**config.mk**
```make
export PLATFORM = sky130hd
export DESIGN_NAME = rational_arithmetic_unit
export DESIGN_NICKNAME = d
export VERILOG_FILES = /design/src/rtl/rau_pkg.sv /design/src/rtl/rau_gcd.sv /design/src/rtl/rational_arithmetic_unit.sv
export SDC_FILE = /design/constraint.sdc
export NUM_CORES = 2
export LEC_CHECK = 0
export BUFFER_PORTS_ARGS = -buffer_cell sky130_fd_sc_hd__buf_2
export CORE_MARGIN = 4
export CORE_UTILIZATION = 60
export CTS_BUF_LIST = sky130_fd_sc_hd__clkbuf_8
export CTS_CLUSTER_SIZE = 24
export DETAILED_ROUTE_END_ITERATION = 10
export PLACE_DENSITY_LB_ADDON = 0.25
export SYNTH_ARGS = -nofsm -noshare
export SYNTH_HDL_FRONTEND = slang
export SYNTH_SLANG_ARGS = --single-unit
```
**constraint.sdc**
```tcl
create_clock -name clk_i -period 14.5 [get_ports clk_i]
set_input_delay 2.9 -clock clk_i [delete_from_list [all_inputs] [get_ports clk_i]]
set_output_delay 2.9 -clock clk_i [all_outputs]
set_load 0.01 [all_outputs]
```
**src/rtl/rau_pkg.sv**
```systemverilog
// ----------------------------------------------------------------------------
// Rational arithmetic unit package
// Shared widths, operation codes and derived constants for the unit.
// ----------------------------------------------------------------------------
package rau_pkg;

  // Operand width: each operand is the two's complement value of its low OPW bits.
  localparam int unsigned OPW       = 32;
  localparam int unsigned FIELD_W   = 32;
  localparam int unsigned RES_W     = 64;
  localparam int unsigned FUNC_W    = 3;
  localparam int unsigned CNT_W     = $clog2(OPW);

  // Stream data widths, padded to whole bytes.
  localparam int unsigned S_TDATA_W = ((FUNC_W + 4 * FIELD_W + 7) / 8) * 8;
  localparam int unsigned M_TDATA_W = 2 * RES_W;

  // Operation codes.
  typedef enum logic [FUNC_W-1:0] {
    FUNC_ADD    = 3'd0,
    FUNC_SUB    = 3'd1,
    FUNC_MUL    = 3'd2,
    FUNC_DIV    = 3'd3,
    FUNC_REDUCE = 3'd4
  } func_e;

endpackage

```
**src/rtl/rau_gcd.sv**
```systemverilog
// ----------------------------------------------------------------------------
// Rational arithmetic unit: GCD reduction
// Binary GCD of two non-zero magnitudes, then both are divided by the GCD
// with two restoring dividers, one quotient bit per cycle each.
// ----------------------------------------------------------------------------
module rau_gcd
  import rau_pkg::*;
(
  input  logic           clk_i,
  input  logic           rst_ni,
  input  logic           start_i,
  input  logic [OPW-1:0] x_i,
  input  logic [OPW-1:0] y_i,
  output logic           done_o,
  output logic [OPW-1:0] qx_o,
  output logic [OPW-1:0] qy_o
);

  typedef enum logic [3:0] {
    G_IDLE = 4'b0001,
    G_STEP = 4'b0010,
    G_DIV  = 4'b0100,
    G_DONE = 4'b1000
  } gstate_e;

  gstate_e state_q, state_d;

  logic [OPW-1:0]   u_q, u_d, v_q, v_d;
  logic [CNT_W-1:0] k_q, k_d, cnt_q, cnt_d;
  logic [OPW-1:0]   g_q, g_d;
  logic [OPW-1:0]   nx_q, nx_d, ny_q, ny_d;
  logic [OPW-1:0]   rx_q, rx_d, ry_q, ry_d;

  logic             uv_ge;
  logic [OPW-1:0]   diff;
  logic [OPW:0]     trial_x, trial_y, g_ext;
  logic             ge_x, ge_y;

  // Shared subtractor of the GCD iteration: larger minus smaller.
  assign uv_ge = (u_q >= v_q);
  assign diff  = uv_ge ? (u_q - v_q) : (v_q - u_q);

  // Trial subtraction of the restoring dividers.
  assign g_ext   = {1'b0, g_q};
  assign trial_x = {rx_q, nx_q[OPW-1]};
  assign trial_y = {ry_q, ny_q[OPW-1]};
  assign ge_x    = (trial_x >= g_ext);
  assign ge_y    = (trial_y >= g_ext);

  // Sequencer and datapath next-state logic.
  always_comb begin
    state_d = state_q;
    u_d     = u_q;
    v_d     = v_q;
    k_d     = k_q;
    cnt_d   = cnt_q;
    g_d     = g_q;
    nx_d    = nx_q;
    ny_d    = ny_q;
    rx_d    = rx_q;
    ry_d    = ry_q;
    unique case (state_q)
      G_IDLE: begin
        if (start_i) begin
          u_d     = x_i;
          v_d     = y_i;
          nx_d    = x_i;
          ny_d    = y_i;
          k_d     = '0;
          state_d = G_STEP;
        end
      end
      G_STEP: begin
        priority if ((u_q == '0) || (v_q == '0)) begin
          g_d     = (u_q | v_q) << k_q;
          rx_d    = '0;
          ry_d    = '0;
          cnt_d   = '0;
          state_d = G_DIV;
        end else if (!u_q[0] && !v_q[0]) begin
          u_d = u_q >> 1;
          v_d = v_q >> 1;
          k_d = k_q + 1'b1;
        end else if (!u_q[0]) begin
          u_d = u_q >> 1;
        end else if (!v_q[0]) begin
          v_d = v_q >> 1;
        end else if (uv_ge) begin
          u_d = diff >> 1;
        end else begin
          v_d = diff >> 1;
        end
      end
      G_DIV: begin
        rx_d  = ge_x ? OPW'(trial_x - g_ext) : trial_x[OPW-1:0];
        ry_d  = ge_y ? OPW'(trial_y - g_ext) : trial_y[OPW-1:0];
        nx_d  = {nx_q[OPW-2:0], ge_x};
        ny_d  = {ny_q[OPW-2:0], ge_y};
        cnt_d = cnt_q + 1'b1;
        if (cnt_q == CNT_W'(OPW - 1)) begin
          state_d = G_DONE;
        end
      end
      G_DONE: begin
        state_d = G_IDLE;
      end
      default: begin
        state_d = G_IDLE;
      end
    endcase
  end

  // Control state.
  always_ff @(posedge clk_i or negedge rst_ni) begin
    if (!rst_ni) begin
      state_q <= G_IDLE;
    end else begin
      state_q <= state_d;
    end
  end

  // Datapath registers.
  always_ff @(posedge clk_i) begin
    u_q   <= u_d;
    v_q   <= v_d;
    k_q   <= k_d;
    cnt_q <= cnt_d;
    g_q   <= g_d;
    nx_q  <= nx_d;
    ny_q  <= ny_d;
    rx_q  <= rx_d;
    ry_q  <= ry_d;
  end

  assign done_o = (state_q == G_DONE);
  assign qx_o   = nx_q;
  assign qy_o   = ny_q;

endmodule

```
**src/rtl/rational_arithmetic_unit.sv**
```systemverilog
// ----------------------------------------------------------------------------
// Rational arithmetic unit
// Adds, subtracts, multiplies, divides or reduces signed fractions.
// ----------------------------------------------------------------------------
// One item is taken at a time. Add and subtract form three products and then a sum
// before the output register, multiply and divide form two products, and items
// with a zero denominator, a zero divisor or an unused code go straight to it; the
// products come from one shared signed multiplier used once per product. Reduce
// runs the binary GCD iteration (at most about 2*OPW steps) followed by OPW
// restoring-division steps. The next item is accepted while a finished result
// waits on the output.
module rational_arithmetic_unit
  import rau_pkg::*;
(
  input  logic                 clk_i,
  input  logic                 rst_ni,
  // Input stream.
  input  logic                 s_axis_tvalid,
  output logic                 s_axis_tready,
  // tdata from bit 0: func[3], a_num[32], a_den[32], b_num[32], b_den[32], zero pad.
  input  logic [S_TDATA_W-1:0] s_axis_tdata,
  // Output stream.
  output logic                 m_axis_tvalid,
  input  logic                 m_axis_tready,
  // tdata from bit 0: res_num[64], res_den[64].
  output logic [M_TDATA_W-1:0] m_axis_tdata,
  // tuser: status[1], set on a zero denominator or a zero divisor.
  output logic                 m_axis_tuser
);

  typedef enum logic [6:0] {
    S_IDLE = 7'b0000001,
    S_MUL0 = 7'b0000010,
    S_MUL1 = 7'b0000100,
    S_MUL2 = 7'b0001000,
    S_SUM  = 7'b0010000,
    S_GCD  = 7'b0100000,
    S_OUT  = 7'b1000000
  } state_e;

  state_e state_q, state_d;

  // Input field extraction.
  logic [FUNC_W-1:0]    in_func;
  logic signed [OPW-1:0] in_an, in_ad, in_bn, in_bd;
  logic [OPW-1:0]        mag_an, mag_ad;

  assign in_func = s_axis_tdata[FUNC_W-1:0];
  assign in_an   = s_axis_tdata[FUNC_W + 0 * FIELD_W +: OPW];
  assign in_ad   = s_axis_tdata[FUNC_W + 1 * FIELD_W +: OPW];
  assign in_bn   = s_axis_tdata[FUNC_W + 2 * FIELD_W +: OPW];
  assign in_bd   = s_axis_tdata[FUNC_W + 3 * FIELD_W +: OPW];

  // Magnitudes for reduce; the most negative value maps onto its unsigned magnitude.
  assign mag_an = in_an[OPW-1] ? OPW'(~in_an + 1'b1) : OPW'(in_an);
  assign mag_ad = in_ad[OPW-1] ? OPW'(~in_ad + 1'b1) : OPW'(in_ad);

  // Held operands and working registers.
  func_e                 func_q, func_d;
  logic signed [OPW-1:0] an_q, an_d, ad_q, ad_d, bn_q, bn_d, bd_q, bd_d;
  logic [RES_W-1:0]      acc_q, acc_d, den_q, den_d, prod_q, prod_d;
  logic                  st_q, st_d, neg_q, neg_d;

  // Output register.
  logic [RES_W-1:0] out_num_q, out_num_d, out_den_q, out_den_d;
  logic             out_st_q, out_st_d, out_vld_q, out_vld_d;

  logic in_xfer, gcd_start, gcd_done;
  logic [OPW-1:0] gcd_qx, gcd_qy;
  logic [RES_W-1:0] red_num;

  assign s_axis_tready = (state_q == S_IDLE);
  assign in_xfer       = s_axis_tvalid && s_axis_tready;
  assign gcd_start     = in_xfer && (in_func == FUNC_REDUCE) &&
                         (in_ad != '0) && (in_an != '0);

  // Shared signed multiplier.
  logic signed [OPW-1:0]   mul_a, mul_b;
  logic signed [2*OPW-1:0] mul_p;
  logic [RES_W-1:0]        mul_ext;

  always_comb begin
    mul_a = an_q;
    mul_b = bd_q;
    unique case (state_q)
      S_MUL0: begin
        mul_a = an_q;
        mul_b = (func_q == FUNC_MUL) ? bn_q : bd_q;
      end
      S_MUL1: begin
        mul_a = ad_q;
        mul_b = (func_q == FUNC_DIV) ? bn_q : bd_q;
      end
      S_MUL2: begin
        mul_a = bn_q;
        mul_b = ad_q;
      end
      default: begin
        mul_a = an_q;
        mul_b = bd_q;
      end
    endcase
  end

  assign mul_p   = mul_a * mul_b;
  assign mul_ext = RES_W'(mul_p);

  // GCD reduction unit.
  rau_gcd u_gcd (
    .clk_i   (clk_i),
    .rst_ni  (rst_ni),
    .start_i (gcd_start),
    .x_i     (mag_an),
    .y_i     (mag_ad),
    .done_o  (gcd_done),
    .qx_o    (gcd_qx),
    .qy_o    (gcd_qy)
  );

  assign red_num = neg_q ? (~RES_W'(gcd_qx) + 1'b1) : RES_W'(gcd_qx);

  // Sequencer.
  always_comb begin
    state_d   = state_q;
    func_d    = func_q;
    an_d      = an_q;
    ad_d      = ad_q;
    bn_d      = bn_q;
    bd_d      = bd_q;
    acc_d     = acc_q;
    den_d     = den_q;
    prod_d    = prod_q;
    st_d      = st_q;
    neg_d     = neg_q;
    out_num_d = out_num_q;
    out_den_d = out_den_q;
    out_st_d  = out_st_q;
    out_vld_d = out_vld_q;

    // The output register empties on an output transfer.
    if (out_vld_q && m_axis_tready) begin
      out_vld_d = 1'b0;
    end

    unique case (state_q)
      S_IDLE: begin
        if (in_xfer) begin
          func_d = func_e'(in_func);
          an_d   = in_an;
          ad_d   = in_ad;
          bn_d   = in_bn;
          bd_d   = in_bd;
          neg_d  = in_an[OPW-1] ^ in_ad[OPW-1];
          st_d   = 1'b0;
          acc_d  = '0;
          den_d  = '0;
          unique case (in_func)
            FUNC_ADD, FUNC_SUB, FUNC_MUL: begin
              if ((in_ad == '0) || (in_bd == '0)) begin
                st_d    = 1'b1;
                state_d = S_OUT;
              end else begin
                state_d = S_MUL0;
              end
            end
            FUNC_DIV: begin
              if ((in_ad == '0) || (in_bd == '0) || (in_bn == '0)) begin
                st_d    = 1'b1;
                state_d = S_OUT;
              end else begin
                state_d = S_MUL0;
              end
            end
            FUNC_REDUCE: begin
              priority if (in_ad == '0) begin
                st_d    = 1'b1;
                state_d = S_OUT;
              end else if (in_an == '0) begin
                den_d   = RES_W'(mag_ad);
                state_d = S_OUT;
              end else begin
                state_d = S_GCD;
              end
            end
            default: begin
              // Unused codes give zero over one.
              den_d   = RES_W'(1);
              state_d = S_OUT;
            end
          endcase
        end
      end
      S_MUL0: begin
        acc_d   = mul_ext;
        state_d = S_MUL1;
      end
      S_MUL1: begin
        den_d   = mul_ext;
        state_d = ((func_q == FUNC_ADD) || (func_q == FUNC_SUB)) ? S_MUL2 : S_OUT;
      end
      S_MUL2: begin
        prod_d  = mul_ext;
        state_d = S_SUM;
      end
      S_SUM: begin
        acc_d   = (func_q == FUNC_SUB) ? (acc_q - prod_q) : (acc_q + prod_q);
        state_d = S_OUT;
      end
      S_GCD: begin
        if (gcd_done) begin
          acc_d   = red_num;
          den_d   = RES_W'(gcd_qy);
          state_d = S_OUT;
        end
      end
      S_OUT: begin
        // Load the output register once it is free.
        if (!out_vld_q || m_axis_tready) begin
          out_num_d = acc_q;
          out_den_d = den_q;
          out_st_d  = st_q;
          out_vld_d = 1'b1;
          state_d   = S_IDLE;
        end
      end
      default: begin
        state_d = S_IDLE;
      end
    endcase
  end

  // Control state.
  always_ff @(posedge clk_i or negedge rst_ni) begin
    if (!rst_ni) begin
      state_q   <= S_IDLE;
      out_vld_q <= 1'b0;
    end else begin
      state_q   <= state_d;
      out_vld_q <= out_vld_d;
    end
  end

  // Payload registers.
  always_ff @(posedge clk_i) begin
    func_q    <= func_d;
    an_q      <= an_d;
    ad_q      <= ad_d;
    bn_q      <= bn_d;
    bd_q      <= bd_d;
    acc_q     <= acc_d;
    den_q     <= den_d;
    prod_q    <= prod_d;
    st_q      <= st_d;
    neg_q     <= neg_d;
    out_num_q <= out_num_d;
    out_den_q <= out_den_d;
    out_st_q  <= out_st_d;
  end

  assign m_axis_tvalid = out_vld_q;
  assign m_axis_tdata  = {out_den_q, out_num_q};
  assign m_axis_tuser  = out_st_q;

endmodule

```
==> flow_metrics.env <==
export IMPL_outcome="complete, no violations"
export IMPL_die_y_um=368
export IMPL_setup_viol=0
export IMPL_cts_made_buffers=113
export IMPL_start_util=0.606
export IMPL_yosysWarnings=0
export IMPL_core_area_sq_um=128000
export IMPL_yosysMostFrequentCell="inv_1"
export IMPL_yosysSeqAreaShare=0.270
export IMPL_max_slew_margin_rel=0.214
export IMPL_synthFlopType="edfxtp_1"
export IMPL_skew_ns=0.0498
export IMPL_drtIter0Drc=7366
export IMPL_drive_above_1_share=0.0917
export IMPL_r2r_start="state_q[3]"
export IMPL_cts_root_buf="clkbuf_8"
export IMPL_max_stage_delay_ns=0.83
export IMPL_max_slew_worst_pin_slew_ns=1.16
export IMPL_synth_distinct_cells=87
export IMPL_cts_tree="yes"
export IMPL_synth_top_cell_by_area="fa_1"
export IMPL_post_cts_buffers=0
export IMPL_area_growth_pct=7.56
export IMPL_vias_per_cell=6.40
export IMPL_finalSetupTns_ns=0
export IMPL_timing_final_crit_period_ns=12.73
export IMPL_synthArstFlopShare=0.0171
export IMPL_max_clock_path_buffers=3
export IMPL_grt_pass1_wl_um=400000
export IMPL_p_leak_nw=36.0
export IMPL_netlist_area_sq_um=77600
export IMPL_clkLatencyLatePin_ns=0.84
export IMPL_hold_depth=0
export IMPL_end_kind="register"
export IMPL_die_w_um=368
export IMPL_syn_area_per_cell_sq_um=9.92
export IMPL_max_vdd_ir_drop_v=0.0000846
export IMPL_finalHoldViolCount=0
export IMPL_final_antenna_net_count=0
export IMPL_synth_area_top_cells="fa_1, edfxtp_1, ha_1"
export IMPL_hold_start="den_q[33]"
export IMPL_dp_cells=9585
export IMPL_holdBufCountCts=0
export IMPL_worstPathRequired_ns=15.17
export IMPL_p_per_area_nw_per_um2=49.0
export IMPL_max_freq_mhz=78.6
export IMPL_top_level_ports=271
export IMPL_h_tree_depth=3
export IMPL_antenna_found_initial=25
export IMPL_detailed_place_hpwl_um=218000
export IMPL_hp_class="register to register"
export IMPL_numPortBuffers=265
export IMPL_synth_edf_count=688
export IMPL_first_pass_iters=7
export IMPL_overflow=0
export IMPL_path_common_cell="fa_1"
export IMPL_post_cts_resized=0
export IMPL_critPathMaxFanout=22
export IMPL_route_detailed_drc=0
export IMPL_worstPathArrival_ns=13.40
export IMPL_synth_top_cell_area_share=0.281
export IMPL_rsz0062_at_grt="no"
export IMPL_fin_cells=9803
export IMPL_maxCapViolations=0
export IMPL_fin_crit_sh=0.878
export IMPL_wl_um=272000
export IMPL_routabilityCongestion=1.02
export IMPL_crit_type="register to register"
export IMPL_rr_endpoint="acc_q[62]"
export IMPL_nets=9613
export IMPL_slowest_stage="inv_1"
export IMPL_ff2ff_path_depth=31
export IMPL_synth_commonest_cells="inv_1, fa_1, nor2_1, nand2_1, edfxtp_1"
export IMPL_r2r_setup_slack_ns=1.77
export IMPL_cts_sinks=700
export IMPL_wl_per_cell_um=27.8
export IMPL_postSynthCellCount=7819
export IMPL_drv_slew=0
export IMPL_whs_endpoint="out_den_q[33]"
export IMPL_worstSetupStartpointType="register"
export IMPL_grt_pass1_vias=62900
export IMPL_rows=131
export IMPL_grt_util_all_layers=0.400
export IMPL_syn_nets=9461
export IMPL_clkSlewWorstSetupHoldPaths_ns=0.11
export IMPL_yosys_register_bits=700
export IMPL_num_fill_cells=10300
export IMPL_vias=62700
export IMPL_fp_dieArea_sq_um=135000
export IMPL_grt_max_degree=116
==> layout by cell type, fill, tap and decap left out, types with 46 or more instances in the layout <==
cell,n
o21ai_0,207
nand2_1,698
inv_1,1173
a211oi_1,47
o21bai_1,56
and2_1,103
nor3_1,72
ha_1,415
o31ai_1,55
fa_1,1087
nand2b_1,46
edfxtp_1,688
xnor2_1,230
a21oi_1,404
a221oi_1,50
xor2_1,171
a21o_1,95
buf_4,154
nor4_1,57
nor2b_1,49
nor2_1,893
buf_2,265
clkbuf_8,118
nand3_1,69
a221o_1,65
nand4_1,49
mux2i_1,85
==> critical path: cells and delay by family (launching register included) <==
kind	cells	cell delay, ns
compound gates	9	2.72
xor+xnor	1	0.43
fa+ha+maj	9	4.67
buf+inv	3	1.14
flops	1	0.42
simple gates	9	3.15
==> per-layer routing <==
metal / global-route usage / share of wire / vias up
li1: - / - / 26400
met1: 0.535 / 0.37 / 31200
met2: 0.595 / 0.44 / 4195
met3: 0.105 / 0.12 / 896
met4: 0.226 / 0.070 / 10
met5: 0 / 0.00026 / -
==> logic make-up (layout without fill, tap and decap cells) <==
family / count (synthesis) / in the layout / synth area share
flip-flops: 700 / 700 / 0.270
XOR/XNOR: 401 / 401 / 0.0453
other: 0 / 15 / 0
adder cells (fa/ha/maj): 1502 / 1502 / 0.347
buffers and inverters: 1542 / 1782 / 0.0748
AO/OA/AOI/OAI: 1343 / 1343 / 0.115
multiplexers: 123 / 123 / 0.0203
AND/OR/NAND/NOR: 2208 / 2208 / 0.127
==> report_power, final <==
part | internal (W) | leakage, nW | switching, W | total (W)
sequential | 0.00221 | 6.15 | 0.00000000000000000000684 | 0.00221
combinational | 0.0000369 | 28.7 | 0.0000912 | 0.000128
clock | 0.000867 | 1.22 | 0.000890 | 0.00176
==> cell type report <==
cell class | instances | area (sq um) | share of cell area
timing repair buffer | 420 | 2500 | 0.0300
inverter | 1159 | 4350 | 0.0521
clock buffer | 118 | 1620 | 0.0195
sequential | 700 | 21000 | 0.251
multi-input combinational | 5577 | 51200 | 0.614
tap | 1729 | 2160 | 0.0259
clock inverter | 85 | 577 | 0.00691
antenna | 15 | 37.5 | 0.000450
==> per-stage QoR <==
step | util | area [sq um] | worst slack (ns) | hold slack [ns] | total power, W
2_1_floorplan | - | 77600 | 3.06 | 0.400 | 0.00229
3_3_place_gp | 0.634 | 81200 | 2.10 | 0.401 | 0.00237
3_5_place_dp | 0.634 | 81200 | 1.99 | 0.405 | 0.00237
4_1_cts | 0.651 | 83400 | 1.93 | 0.381 | 0.00409
5_1_grt | 0.652 | 83400 | 1.42 | 0.396 | 0.00419
6_report | 0.652 | 83400 | 1.77 | 0.385 | 0.00409
==> worst max path at each step <==
| stage | from | endpoint | slack [ns] | cells past startpoint |
|---|---|---|---|---|
| floorplan | s_axis_tvalid | u_gcd.qx_o[0] | 3.06 | 5 |
| global placement | state_q[3] | acc_q[62] | 2.10 | 31 |
| detailed placement | state_q[3] | acc_q[62] | 1.99 | 31 |
| CTS | state_q[3] | acc_q[62] | 1.93 | 31 |
| global route | state_q[3] | acc_q[62] | 1.42 | 31 |
| finish | state_q[3] | acc_q[62] | 1.77 | 31 |
==> sequential cells by signal (all words and copies together), names as in the netlist, 3 cells and up <==
name           cells
u_gcd.qx_o        32
out_den_q         64
u_gcd.k_q          5
state_q            7
an_q              32
prod_q            64
ad_q              32
den_q             64
u_gcd.cnt_q        5
u_gcd.ry_q        32
u_gcd.v_q         32
u_gcd.g_q         32
bd_q              32
func_q             3
bn_q              32
out_num_q         64
u_gcd.qy_o        32
u_gcd.state_q      4
u_gcd.u_q         32
acc_q             64
u_gcd.rx_q        32
(Power assumes the default switching activity.)
